--- src/sv/pst_pkg.sv ---
`default_nettype none
// ---------------------------------------------------------------------------
// pst_pkg
// Shared constants, types and helper functions of the pot soft takeover block.
// ---------------------------------------------------------------------------
package pst_pkg;

  localparam int POT_COUNT    = 6;
  localparam int MODE_COUNT   = 4;
  localparam int ADC_BITS     = 12;
  localparam int WINDOW_RESET = 10;

  localparam int SAMPLE_W    = ADC_BITS;
  localparam int LEVEL_W     = ADC_BITS + 1;
  localparam int POT_W       = 3;
  localparam int MODE_W      = 2;
  localparam int MASK_W      = POT_COUNT;
  localparam int WINDOW_W    = 12;
  localparam int STORE_DEPTH = POT_COUNT * MODE_COUNT;
  localparam int SLOT_W      = $clog2(STORE_DEPTH);
  localparam int QUEUE_DEPTH = 2;
  localparam int QPTR_W      = $clog2(QUEUE_DEPTH);
  localparam int QCNT_W      = $clog2(QUEUE_DEPTH + 1);

  localparam logic [LEVEL_W-1:0] HALF_SCALE = LEVEL_W'(1) << (ADC_BITS - 1);
  localparam logic [LEVEL_W-1:0] LOW_LEVEL  = LEVEL_W'(1);
  localparam logic [MODE_W-1:0]  MODE_RESET = MODE_W'(3);

  typedef struct packed {
    logic                mode_chg;
    logic                pot_ok;
    logic [POT_W-1:0]    pot;
    logic [MODE_W-1:0]   mode;
    logic [LEVEL_W-1:0]  level;
  } pst_entry_t;

  function automatic logic [SAMPLE_W-1:0] mid3(input logic [SAMPLE_W-1:0] a,
                                                input logic [SAMPLE_W-1:0] b,
                                                input logic [SAMPLE_W-1:0] c);
    logic [SAMPLE_W-1:0] lo;
    logic [SAMPLE_W-1:0] hi;
    logic [SAMPLE_W-1:0] res;
    lo = (a < b) ? a : b;
    hi = (a < b) ? b : a;
    if (c <= lo) begin
      res = lo;
    end else if (c >= hi) begin
      res = hi;
    end else begin
      res = c;
    end
    return res;
  endfunction

  function automatic logic [LEVEL_W-1:0] default_level(input int p, input int m);
    logic [LEVEL_W-1:0] v;
    v = LOW_LEVEL;
    if (m == 0 && (p == 1 || p == 3)) begin
      v = HALF_SCALE;
    end else if ((m == 2 || m == 3) && (p == 2 || p == 5)) begin
      v = HALF_SCALE;
    end
    return v;
  endfunction

endpackage
`default_nettype wire

--- src/sv/pst_ifs.sv ---
`default_nettype none
// ---------------------------------------------------------------------------
// pst_ifs
// Valid/ready channel interfaces for samples, results and configuration.
// ---------------------------------------------------------------------------
interface pst_in_if;
  import pst_pkg::*;
  logic                valid;
  logic                ready;
  logic [1:0]          button_state;
  logic [POT_W-1:0]    pot_index;
  logic [SAMPLE_W-1:0] sample_first;
  logic [SAMPLE_W-1:0] sample_second;
  logic [SAMPLE_W-1:0] sample_third;

  modport source (output valid, button_state, pot_index, sample_first,
                  sample_second, sample_third, input ready);
  modport sink (input valid, button_state, pot_index, sample_first,
                sample_second, sample_third, output ready);
endinterface

interface pst_out_if;
  import pst_pkg::*;
  logic               valid;
  logic               ready;
  logic [POT_W-1:0]   pot_out;
  logic [MODE_W-1:0]  mode_out;
  logic [LEVEL_W-1:0] level;
  logic               value_updated;
  logic [MASK_W-1:0]  control_mask;

  modport source (output valid, pot_out, mode_out, level, value_updated,
                  control_mask, input ready);
  modport sink (input valid, pot_out, mode_out, level, value_updated,
                control_mask, output ready);
endinterface

interface pst_cfg_if;
  import pst_pkg::*;
  logic                valid;
  logic                ready;
  logic [WINDOW_W-1:0] pickup_window;

  modport source (output valid, pickup_window, input ready);
  modport sink (input valid, pickup_window, output ready);
endinterface
`default_nettype wire

--- src/sv/pot_soft_takeover.sv ---
`default_nettype none
// ---------------------------------------------------------------------------
// pot_soft_takeover
// Soft takeover for a bank of potentiometers shared across button modes.
// ---------------------------------------------------------------------------
// The block takes one sample transfer per clock while the queue is not full
// and delivers one result per transfer, in order; each transfer is written
// into the queue and popped into the result register when that register is
// empty or its result is being taken. The back end reads, compares and writes
// the per-pot stored level table as it pops each item. A two-entry queue
// separates the front from the back end, so up to two further transfers are
// taken while a result waits before the input stalls. The pickup window
// register is always ready and should be written only while no item is in
// flight.
module pot_soft_takeover (
  input  wire logic clk,
  input  wire logic rst_n,
  pst_in_if.sink    in_ch,
  pst_cfg_if.sink   cfg_ch,
  pst_out_if.source out_ch
);
  import pst_pkg::*;

  logic       q_push;
  logic       q_pop;
  logic       q_full;
  logic       q_empty;
  pst_entry_t q_in;
  pst_entry_t q_head;

  pst_front u_front (
    .clk     (clk),
    .rst_n   (rst_n),
    .in_ch   (in_ch),
    .q_full  (q_full),
    .q_push  (q_push),
    .q_entry (q_in)
  );

  pst_queue u_queue (
    .clk        (clk),
    .rst_n      (rst_n),
    .push       (q_push),
    .push_entry (q_in),
    .pop        (q_pop),
    .full       (q_full),
    .empty      (q_empty),
    .head       (q_head)
  );

  pst_back u_back (
    .clk     (clk),
    .rst_n   (rst_n),
    .q_empty (q_empty),
    .q_head  (q_head),
    .q_pop   (q_pop),
    .cfg_ch  (cfg_ch),
    .out_ch  (out_ch)
  );

endmodule
`default_nettype wire

--- src/sv/pst_front.sv ---
`default_nettype none
// ---------------------------------------------------------------------------
// pst_front
// Accepts sample transfers, filters the level and tracks the button mode.
// ---------------------------------------------------------------------------
module pst_front (
  input  wire logic             clk,
  input  wire logic             rst_n,
  pst_in_if.sink                in_ch,
  input  wire logic             q_full,
  output logic                  q_push,
  output pst_pkg::pst_entry_t   q_entry
);
  import pst_pkg::*;

  logic [1:0]        last_buttons_r;
  logic [1:0]        last_buttons_nxt;
  logic [MODE_W-1:0] current_mode_r;
  logic [MODE_W-1:0] current_mode_nxt;
  logic              accept;
  logic              chg;
  logic [MODE_W-1:0] mode_new;

  always_comb begin
    in_ch.ready      = !q_full;
    accept           = in_ch.valid && !q_full;
    chg              = in_ch.button_state != last_buttons_r;
    mode_new         = chg ? in_ch.button_state : current_mode_r;
    last_buttons_nxt = accept ? in_ch.button_state : last_buttons_r;
    current_mode_nxt = accept ? mode_new : current_mode_r;

    q_push           = accept;
    q_entry.mode_chg = chg;
    q_entry.pot_ok   = int'(in_ch.pot_index) < POT_COUNT;
    q_entry.pot      = in_ch.pot_index;
    q_entry.mode     = mode_new;
    q_entry.level    = LEVEL_W'(mid3(in_ch.sample_first, in_ch.sample_second,
                                     in_ch.sample_third)) + LEVEL_W'(1);
  end

  always_ff @(posedge clk) begin
    if (!rst_n) begin
      last_buttons_r <= MODE_RESET;
      current_mode_r <= MODE_RESET;
    end else begin
      last_buttons_r <= last_buttons_nxt;
      current_mode_r <= current_mode_nxt;
    end
  end

`ifndef SYNTHESIS
  a_mode_follows_buttons: assert property (@(posedge clk) disable iff (!rst_n)
    accept && chg |=> current_mode_r == $past(in_ch.button_state))
    else $error("mode did not follow a button change");
`endif

endmodule
`default_nettype wire

--- src/sv/pst_queue.sv ---
`default_nettype none
// ---------------------------------------------------------------------------
// pst_queue
// Short FIFO that decouples the classifying front from the table back end.
// ---------------------------------------------------------------------------
module pst_queue (
  input  wire logic                clk,
  input  wire logic                rst_n,
  input  wire logic                push,
  input  wire pst_pkg::pst_entry_t push_entry,
  input  wire logic                pop,
  output logic                     full,
  output logic                     empty,
  output pst_pkg::pst_entry_t      head
);
  import pst_pkg::*;

  pst_entry_t        slots_r [QUEUE_DEPTH];
  logic [QPTR_W-1:0] wr_ptr_r;
  logic [QPTR_W-1:0] wr_ptr_nxt;
  logic [QPTR_W-1:0] rd_ptr_r;
  logic [QPTR_W-1:0] rd_ptr_nxt;
  logic [QCNT_W-1:0] count_r;
  logic [QCNT_W-1:0] count_nxt;
  logic              do_push;
  logic              do_pop;

  always_comb begin
    full    = count_r == QCNT_W'(QUEUE_DEPTH);
    empty   = count_r == '0;
    head    = slots_r[rd_ptr_r];
    do_push = push && !full;
    do_pop  = pop && !empty;
    wr_ptr_nxt = wr_ptr_r;
    rd_ptr_nxt = rd_ptr_r;
    if (do_push) begin
      wr_ptr_nxt = (wr_ptr_r == QPTR_W'(QUEUE_DEPTH - 1)) ? '0 : wr_ptr_r + QPTR_W'(1);
    end
    if (do_pop) begin
      rd_ptr_nxt = (rd_ptr_r == QPTR_W'(QUEUE_DEPTH - 1)) ? '0 : rd_ptr_r + QPTR_W'(1);
    end
    count_nxt = count_r + QCNT_W'(do_push) - QCNT_W'(do_pop);
  end

  always_ff @(posedge clk) begin
    if (do_push) begin
      slots_r[wr_ptr_r] <= push_entry;
    end
  end

  always_ff @(posedge clk) begin
    if (!rst_n) begin
      wr_ptr_r <= '0;
      rd_ptr_r <= '0;
      count_r  <= '0;
    end else begin
      wr_ptr_r <= wr_ptr_nxt;
      rd_ptr_r <= rd_ptr_nxt;
      count_r  <= count_nxt;
    end
  end

`ifndef SYNTHESIS
  a_count_bounded: assert property (@(posedge clk) disable iff (!rst_n)
    count_r <= QCNT_W'(QUEUE_DEPTH))
    else $error("queue count beyond depth");
  a_no_push_when_full: assert property (@(posedge clk) disable iff (!rst_n)
    full |-> !push)
    else $error("push into a full queue");
`endif

endmodule
`default_nettype wire

--- src/sv/pst_back.sv ---
`default_nettype none
// ---------------------------------------------------------------------------
// pst_back
// Per-pot stored level table, pickup decision, control mask and result register.
// ---------------------------------------------------------------------------
module pst_back (
  input  wire logic                clk,
  input  wire logic                rst_n,
  input  wire logic                q_empty,
  input  wire pst_pkg::pst_entry_t q_head,
  output logic                     q_pop,
  pst_cfg_if.sink                  cfg_ch,
  pst_out_if.source                out_ch
);
  import pst_pkg::*;

  logic [LEVEL_W-1:0]  store_r [STORE_DEPTH];
  logic [WINDOW_W-1:0] window_r;
  logic [WINDOW_W-1:0] window_nxt;
  logic [MASK_W-1:0]   held_r;
  logic [MASK_W-1:0]   held_nxt;
  logic                out_valid_r;
  logic                out_valid_nxt;
  logic [POT_W-1:0]    pot_r;
  logic [MODE_W-1:0]   mode_r;
  logic [LEVEL_W-1:0]  level_r;
  logic                updated_r;

  logic [MASK_W-1:0]   held_base;
  logic [MASK_W-1:0]   pot_bit;
  logic [SLOT_W-1:0]   slot;
  logic                active;
  logic [LEVEL_W-1:0]  stored;
  logic [LEVEL_W-1:0]  gap;
  logic                take;

  always_comb begin
    cfg_ch.ready = 1'b1;
    window_nxt   = cfg_ch.valid ? cfg_ch.pickup_window : window_r;

    q_pop     = !q_empty && (!out_valid_r || out_ch.ready);
    held_base = q_head.mode_chg ? '0 : held_r;
    pot_bit   = MASK_W'(1) << q_head.pot;
    active    = q_head.pot_ok && (int'(q_head.mode) < MODE_COUNT);
    slot      = active ? SLOT_W'(q_head.pot) * SLOT_W'(MODE_COUNT) + SLOT_W'(q_head.mode)
                       : '0;
    stored    = store_r[slot];
    gap       = (q_head.level >= stored) ? q_head.level - stored : stored - q_head.level;
    if ((held_base & pot_bit) != '0) begin
      take = active && (stored != q_head.level);
    end else begin
      take = active && (gap <= LEVEL_W'(window_r));
    end
    held_nxt      = q_pop ? (held_base | (take ? pot_bit : '0)) : held_r;
    out_valid_nxt = q_pop ? 1'b1 : (out_valid_r && !out_ch.ready);

    out_ch.valid         = out_valid_r;
    out_ch.pot_out       = pot_r;
    out_ch.mode_out      = mode_r;
    out_ch.level         = level_r;
    out_ch.value_updated = updated_r;
    out_ch.control_mask  = held_r;
  end

  always_ff @(posedge clk) begin
    if (!rst_n) begin
      for (int p = 0; p < POT_COUNT; p++) begin
        for (int m = 0; m < MODE_COUNT; m++) begin
          store_r[p * MODE_COUNT + m] <= default_level(p, m);
        end
      end
    end else if (q_pop && take) begin
      store_r[slot] <= q_head.level;
    end
  end

  always_ff @(posedge clk) begin
    if (!rst_n) begin
      window_r    <= WINDOW_W'(WINDOW_RESET);
      held_r      <= '0;
      out_valid_r <= 1'b0;
    end else begin
      window_r    <= window_nxt;
      held_r      <= held_nxt;
      out_valid_r <= out_valid_nxt;
    end
  end

  always_ff @(posedge clk) begin
    if (q_pop) begin
      pot_r     <= q_head.pot;
      mode_r    <= q_head.mode;
      level_r   <= q_head.level;
      updated_r <= take;
    end
  end

`ifndef SYNTHESIS
  a_update_means_held: assert property (@(posedge clk) disable iff (!rst_n)
    out_valid_r && updated_r |-> ((held_r >> pot_r) & MASK_W'(1)) != '0)
    else $error("value updated by a pot that does not hold control");
  a_result_holds: assert property (@(posedge clk) disable iff (!rst_n)
    out_valid_r && !out_ch.ready |=> out_valid_r && $stable(level_r))
    else $error("pending result changed before its transfer");
  a_mask_cleared_on_mode_change: assert property (@(posedge clk) disable iff (!rst_n)
    q_pop && q_head.mode_chg && !take |=> held_r == '0)
    else $error("control mask survived a mode change");
`endif

endmodule
`default_nettype wire
--- src/flat_wrapper.sv ---
// flat-port wrapper written by rule: the top's interface ports become plain ports
module pot_soft_takeover_flat import pst_pkg::*;
  (clk, rst_n, in_ch_valid, in_ch_button_state, in_ch_pot_index, in_ch_sample_first, in_ch_sample_second, in_ch_sample_third, in_ch_ready, cfg_ch_valid, cfg_ch_pickup_window, cfg_ch_ready, out_ch_valid, out_ch_pot_out, out_ch_mode_out, out_ch_level, out_ch_value_updated, out_ch_control_mask, out_ch_ready);
  pst_in_if in_ch_i ();
  pst_cfg_if cfg_ch_i ();
  pst_out_if out_ch_i ();
  input  wire logic clk;
  input  wire logic rst_n;
  input wire logic [$bits(in_ch_i.valid)-1:0] in_ch_valid;
  input wire logic [$bits(in_ch_i.button_state)-1:0] in_ch_button_state;
  input wire logic [$bits(in_ch_i.pot_index)-1:0] in_ch_pot_index;
  input wire logic [$bits(in_ch_i.sample_first)-1:0] in_ch_sample_first;
  input wire logic [$bits(in_ch_i.sample_second)-1:0] in_ch_sample_second;
  input wire logic [$bits(in_ch_i.sample_third)-1:0] in_ch_sample_third;
  output wire logic [$bits(in_ch_i.ready)-1:0] in_ch_ready;
  input wire logic [$bits(cfg_ch_i.valid)-1:0] cfg_ch_valid;
  input wire logic [$bits(cfg_ch_i.pickup_window)-1:0] cfg_ch_pickup_window;
  output wire logic [$bits(cfg_ch_i.ready)-1:0] cfg_ch_ready;
  output wire logic [$bits(out_ch_i.valid)-1:0] out_ch_valid;
  output wire logic [$bits(out_ch_i.pot_out)-1:0] out_ch_pot_out;
  output wire logic [$bits(out_ch_i.mode_out)-1:0] out_ch_mode_out;
  output wire logic [$bits(out_ch_i.level)-1:0] out_ch_level;
  output wire logic [$bits(out_ch_i.value_updated)-1:0] out_ch_value_updated;
  output wire logic [$bits(out_ch_i.control_mask)-1:0] out_ch_control_mask;
  input wire logic [$bits(out_ch_i.ready)-1:0] out_ch_ready;
  assign in_ch_i.valid = in_ch_valid;
  assign in_ch_i.button_state = in_ch_button_state;
  assign in_ch_i.pot_index = in_ch_pot_index;
  assign in_ch_i.sample_first = in_ch_sample_first;
  assign in_ch_i.sample_second = in_ch_sample_second;
  assign in_ch_i.sample_third = in_ch_sample_third;
  assign in_ch_ready = in_ch_i.ready;
  assign cfg_ch_i.valid = cfg_ch_valid;
  assign cfg_ch_i.pickup_window = cfg_ch_pickup_window;
  assign cfg_ch_ready = cfg_ch_i.ready;
  assign out_ch_valid = out_ch_i.valid;
  assign out_ch_pot_out = out_ch_i.pot_out;
  assign out_ch_mode_out = out_ch_i.mode_out;
  assign out_ch_level = out_ch_i.level;
  assign out_ch_value_updated = out_ch_i.value_updated;
  assign out_ch_control_mask = out_ch_i.control_mask;
  assign out_ch_i.ready = out_ch_ready;
  pot_soft_takeover u_core (.clk(clk), .rst_n(rst_n), .in_ch(in_ch_i), .cfg_ch(cfg_ch_i), .out_ch(out_ch_i));
endmodule
--- config.mk ---
export PLATFORM = sky130hd
export DESIGN_NAME = pot_soft_takeover_flat
export DESIGN_NICKNAME = d
export VERILOG_FILES = /design/src/sv/pst_pkg.sv /design/src/sv/pst_ifs.sv /design/src/sv/pot_soft_takeover.sv /design/src/sv/pst_front.sv /design/src/sv/pst_queue.sv /design/src/sv/pst_back.sv /design/src/flat_wrapper.sv
export SDC_FILE = /design/constraint.sdc
export NUM_CORES = 1
export LEC_CHECK = 0
export ABC_AREA = 1
export BUFFER_PORTS_ARGS = -buffer_cell sky130_fd_sc_hd__buf_2
export CORE_MARGIN = 8
export CORE_UTILIZATION = 50
export CTS_BUF_LIST = sky130_fd_sc_hd__clkbuf_8
export DETAILED_ROUTE_END_ITERATION = 6
export PLACE_DENSITY_LB_ADDON = 0.2
export SLEW_MARGIN = 0
export SYNTH_ARGS = -nofsm -noshare
export SYNTH_HDL_FRONTEND = slang
export SYNTH_HIERARCHICAL = 1
export SYNTH_SLANG_ARGS = --single-unit
--- constraint.sdc ---
create_clock -name clk -period 12.2 [get_ports clk]
set_clock_uncertainty 0.1 [all_clocks]
set_input_delay 1.22 -clock clk [delete_from_list [all_inputs] [get_ports clk]]
set_output_delay 1.22 -clock clk [all_outputs]
set_load 0.02 [all_outputs]
After elaboration in Yosys (flattened, before gate mapping)
Memories as Yosys holds them, arrays and structs flattened. A register that Yosys moved wholly into a read port is not among the register bits.
Cells that the tools add are included.
Storage, ports and cells
  output and inout port bits: 28
  bits of input ports: 58
  bits in writable memories: 352
  bits in registers: 46
  word-level logic and storage cells: 75
  memories kept: 2
Cells by class
  order comparisons: 6
  bitwise gates (word level): 2
  add/subtract/negate cells: 8
  eq/ne operators: 3
  shift operators: 1
  multiplexer cells: 25
  reductions and logical operators: 16
Memory list
  u_core.u_back.store_r: words 24, width 13, read ports 1, clocked after Yosys merged registers in 0, wr ports 24, line pst_back.sv:17  | logic [LEVEL_W-1:0] store_r [STORE_DEPTH];
  u_core.u_queue.slots_r: words 2, width 20, read ports 1, clocked after Yosys merged registers in 1, wr ports 1, line pst_queue.sv:18  | pst_entry_t slots_r [QUEUE_DEPTH];
Operator list (count)
  2-to-1 mux 12 bit: 4
  2-to-1 mux 13 bit: 3
  subtractor 13 bit: 2
  adder 12 x 1 -> 13 bit (second input constant): 1
  >= comparator 13 bit: 1
  <= comparator 13 x 12 -> 1 bit: 1
  2-to-1 mux 1 bit: 13
  inequality test 13 bit: 1
  OR reduction 13 bit: 1
  >= comparator 12 bit: 1
  <= comparator 12 bit: 1
  < comparator 12 bit: 1
  2-to-1 mux 6 bit: 2
  2-to-1 mux 5 bit: 2
  logical AND 1 bit: 8
  bitwise AND 6 bit: 1
  OR 6 bit: 1
  nonzero test 6 bit: 1
  left shift 1 x 3 -> 6 bit (first input constant): 1
  adder 5 x 2 -> 5 bit: 1
  zero test 1 bit: 4
  < comparator 3 bit (second input constant): 1
  adder 1 bit (second input constant): 2
  adder 2 x 1 -> 2 bit: 1
  other kinds (6): 6

Depth between registers and ports, before layout
An unclocked memory read counts as a cell.
  depth in word-level cells: 14
  mapped depth: 46
  gate-level depth less buffers: 43

Modules after synthesis
Netlist, hierarchy kept.
Modules (own cells, without submodules)
  pst_back: cells each 1778, area each 20148.1 um^2, seq. area each 13442.9 um^2, instances 1
  pst_front: cells each 466, area each 2531.2 um^2, seq. area each 80.1 um^2, instances 1
  pst_queue: cells each 100, area each 1771.7 um^2, seq. area each 1301.2 um^2, instances 1

Worst setup path after synthesis
OpenSTA, ideal clock, no wires.
  path kind: reg-to-reg
  start: register (tool-made name)
  end: memory u_core/u_back/store_r[18][0] (netlist bit), enable pin
  arrival: 6.257 ns
  clock period less this slack: 6.758 ns
  slack: 5.442 ns
  setup time: 0.401 ns
  cell stages (with the launch flop): 40
  required time: 11.699 ns
  path buffers: 6
  cells stage by stage: dfxtp_1 -> buf_6 -> mux2_4 -> nand2_1 -> inv_1 -> nand2_1 -> clkbuf_1 -> buf_1 -> o22ai_1 -> o21ai_0 -> nand2_1 -> nor4_1 -> ha_1 -> buf_2 -> nand2_1 -> nor2_1 -> nand2_1 -> nor2_1 -> (+4 left out) -> inv_1 -> ha_1 -> nand2_1 -> inv_1 -> nand2_1 -> nand3_1 -> nand2_1 -> nand2_1 -> nand2_1 -> nand2_1 -> nand2_1 -> nand2_1 -> nand2_1 -> nand2_1 -> nand2_2 -> nand4_1 -> buf_2 -> o21ai_0
RTL lines (line)
  to (decl): pst_back.sv:17

==> key figures <==
Detailed routing
  – ANT nets after route: 0
  – Via count: approximately 19k
  – DR iter-0 viols: between 2k and 3k
  – Via density: around 6.1
  – DR pass1 iterations: 6
  – Drt wl/cell: ~24 um
  – # DRC: 0
  – Routed wire length: around 73,000 um

Final layout
  – Final core utilization: 0.553
  – Area delta synth->final: 10.1%
  – Share of cells above drive strength 1: 0.125
  – Fillers: about 4.2k
  – Fin nets: between 2k and 3k
  – Post-route cell area: about 27,000 um2
  – Post-Layout Cell Count: around 3.1k

Critical path
  – CP max stage delay: between 0.9 and 1 ns
  – Critical path endpoint category: flop
  – Worst Path Arrival: roughly 10 ns
  – Slowest cell on the critical path: o21ai_1
  – Worst Path Max Fanout: between 40 and 50
  – Top delay family on crit path: simple AND/OR/NAND/NOR gates
  – Buf/Inv on CP: 7
  – CP Launch Type: flop
  – Most numerous cell on the critical path: nand2_1
  – Required time of the worst setup path: about 12 ns
  – Reg2Reg Setup Slack: around 2.3 ns
  – Setup CP Type: flop to flop

Die
  – Core area: ~50,000 um2
  – Boundary pin count: 86
  – Die H: approximately 240 um
  – Row cnt: 81
  – DIE AREA: roughly 56,000 um2
  – Die Wd: 237 um
  – Initial Utilization: 0.503

Synth
  – YS warnings: 6
  – Top cell type's share of synthesized area: 0.583
  – Part of the Yosys area used for sequential elements: 0.606
  – EDFF count, synth: ~480
  – Synth Area per Inst: ~10 um2
  – Yosys cell types: 51
  – Syn Nets: 2,480
  – Main synth FF type: edfxtp_1
  – Synthesized area: roughly 24,000 um2
  – Yosys reg bits: ~500
  – Ys async rst share: 0
  – Area contributors post-synth: edfxtp_1 (58%), nand2_1 (5.7%), o22ai_1 (5.2%), nor3_1 (4.2%), ha_1 (3.9%)
  – Synth Instances: about 2.3k
  – Synth area leader: edfxtp_1

STA
  – Setup ws final: 2.27 ns
  – Worst Max-Slew Pin Slew: ~1.3 ns
  – Final period utilization: 0.814
  – Final hold vios: 0
  – FMAX: approximately 0.10 GHz
  – Tmin final: a little under 10 ns
  – RSZ-0062 raised after global routing: no
  – Slew Viols, Final: 0
  – Slew headroom: 0.131
  – Final setup violation count: 0
  – Setup TNS: 0 ns

Job
  – Max Cap Viol: 0

Power
  – Logic gate share of total power: 0.523
  – Reg power frac: 0.295
  – Int Pwr: about 0.0039 W
  – Max VDD drop: around 350 uV
  – Clock share of power: 0.182
  – Pwr/cell area: between 200 and 300 nW/um2
  – Net Sw Frac: 0.470
  – Leakage: 10.5 nW
  – NetSw: between 0.003 and 0.004 W

Global route
  – Largest net degree at the start of global routing: between 50 and 60
  – Vias in the first global route: roughly 18k
  – Antenna violations before repair: 0
  – Gr ovfl total: 0
  – First-pass GRT wire length: 109,000 um
  – Total GRT Usage: 0.252

Clocking
  – Clk root buf: clkbuf_8
  – Clk buf depth: 3
  – CTS Hold Bufs: 0
  – Clk_lat worst skew: between 0.6 and 0.7 ns
  – Number of buffers created by CTS: 84
  – CTS clk-pin slew, worst paths: about 0.060 ns
  – TritonCTS clock tree: done
  – Post-CTS Resized: 0
  – Post-CTS Setup Bufs: 0
  – H-tree lvl count: 3
  – # clock sinks: between 500 and 600

Min path
  – HP Class: flop to flop
  – Hold path start: u_core/u_back/window_r[1]

Status
  – Status: completed

Placed design
  – Placed Area: about 25,000 um2
  – Port buffer count: between 80 and 90
  – HPWL after detailed placement: ~48,000 um
  – Placed cell count: 2,948
  – Final GP Congestion: just over 0.9
  – Setup WS pre-CTS: roughly 2.5 ns
==> placed cells by master, fill, tap and decap left out, types with 4 or more instances in the layout <==
cell type and instances:
o2111a_1 6, nor2_1 202, inv_1 198, o211ai_1 7
o21ai_1 27, nor4_1 10, nor2_4 4, nor2_2 8
o21ai_0 112, clkinv_2 6, a21o_1 4, mux2_4 20
dfxtp_1 28, xor2_1 13, o31ai_1 4, nor3_1 206
nand4_1 31, nand2_1 370, xnor2_1 6, buf_2 84
clkbuf_8 87, nand2_2 8, o22ai_1 205, clkinv_1 35
buf_12 4, nand3_2 5, nand3_1 76, buf_4 57
ha_1 76, a21oi_1 56, inv_2 10, edfxtp_1 475
==> cell families (layout without fill, tap and decap cells) <==
kind of cell | after synthesis | in the layout | share of synthesized area
compound gates | 433 | 433 | 0.104
xor+xnor | 19 | 19 | 0.00681
fa+ha+maj | 78 | 78 | 0.0405
buf+inv | 356 | 485 | 0.0606
flops | 503 | 503 | 0.606
mux | 23 | 23 | 0.0135
other cells | 1 | 2 | 0.000153
simple gates | 931 | 931 | 0.168
==> per-stage QoR <==
step	hold slack (ns)	total power, W
3_5_place_dp	0.371	0.00593
4_1_cts	0.379	0.00728
2_1_floorplan	0.335	0.00465
5_1_grt	0.394	0.00775
6_report	0.377	0.00733
3_3_place_gp	0.358	0.00592
==> state kept, by name (all words and copies together), names as in the netlist, named ones only <==
name / count
u_core/u_back/window_r: 12
u_core/u_front/current_mode_r: 2
u_core/u_queue/slots_r: 40
u_core/u_back/out_ch.pot_out: 3
u_core/u_back/out_ch.value_updated: 1
u_core/u_back/out_ch.control_mask: 6
u_core/u_queue/count_r: 2
u_core/u_back/out_ch.level: 13
u_core/u_queue/rd_ptr_r: 1
u_core/u_back/out_ch.mode_out: 2
u_core/u_back/store_r: 416
u_core/u_queue/wr_ptr_r: 1
u_core/u_front/last_buttons_r: 2
u_core/u_back/out_ch.valid: 1
==> synth_stat cells, drive strengths merged (20+ instances only) <==
library cell / n
a21oi: 58
buf: 75
clkbuf: 88
dfxtp: 28
edfxtp: 475
ha: 76
inv: 177
mux2: 20
nand2: 382
nand3: 81
nand4: 33
nor2: 215
nor3: 206
o21ai: 141
o22ai: 205
==> cell type report <==
class                   count  area (um2)  area share
clock buffers              87        1200      0.0445
diodes                      1        2.50   0.0000930
multi-input cells        1485        8190       0.304
clock inverters            60         269      0.0100
repair buffers            145         928      0.0345
well taps                 622         778      0.0289
flip-flops and latches    503       14800       0.551
inverters                 193         727      0.0270
==> power groups by stage <==
stage / clock network (W) / registers [W] / logic [W]
after floorplan: 0 / 0.00223 / 0.00242
after global placement: 0 / 0.00220 / 0.00373
after detailed placement: 0 / 0.00219 / 0.00373
after CTS: 0.00136 / 0.00216 / 0.00376
after global routing: 0.00143 / 0.00218 / 0.00415
final: 0.00134 / 0.00216 / 0.00383
==> layer usage <==
layer  share of wire  GRT usage  wire (um)  up-vias
met5               0          0          0        -
met4           0.033     0.0867       2400        0
met3            0.11     0.0503       8240      146
met2            0.46      0.401      33900     1112
met1            0.39      0.343      28500     9101
li1                -          -          -     8546
==> path summary, 6_finish.rpt <==
| check | to | depth (start not counted) |
|---|---|---|
| setup / recovery | u_core/u_back/store_r[2][8] | 35 |
| hold / removal | u_core/u_back/window_r[1] | 2 |
| setup reg to reg | u_core/u_back/store_r[2][8] | 35 |
| hold reg to reg | u_core/u_back/window_r[1] | 2 |
==> worst reg2reg max path: cells and delay by family, from the launching register on <==
kind            cells  cell delay [ns]
fa+ha+maj           2             0.68
compound gates      8             2.57
flops               1             0.31
buf+inv             7             2.18
mux                 2             0.68
simple gates       16             3.02
Power figures use the tool's default switching activity.
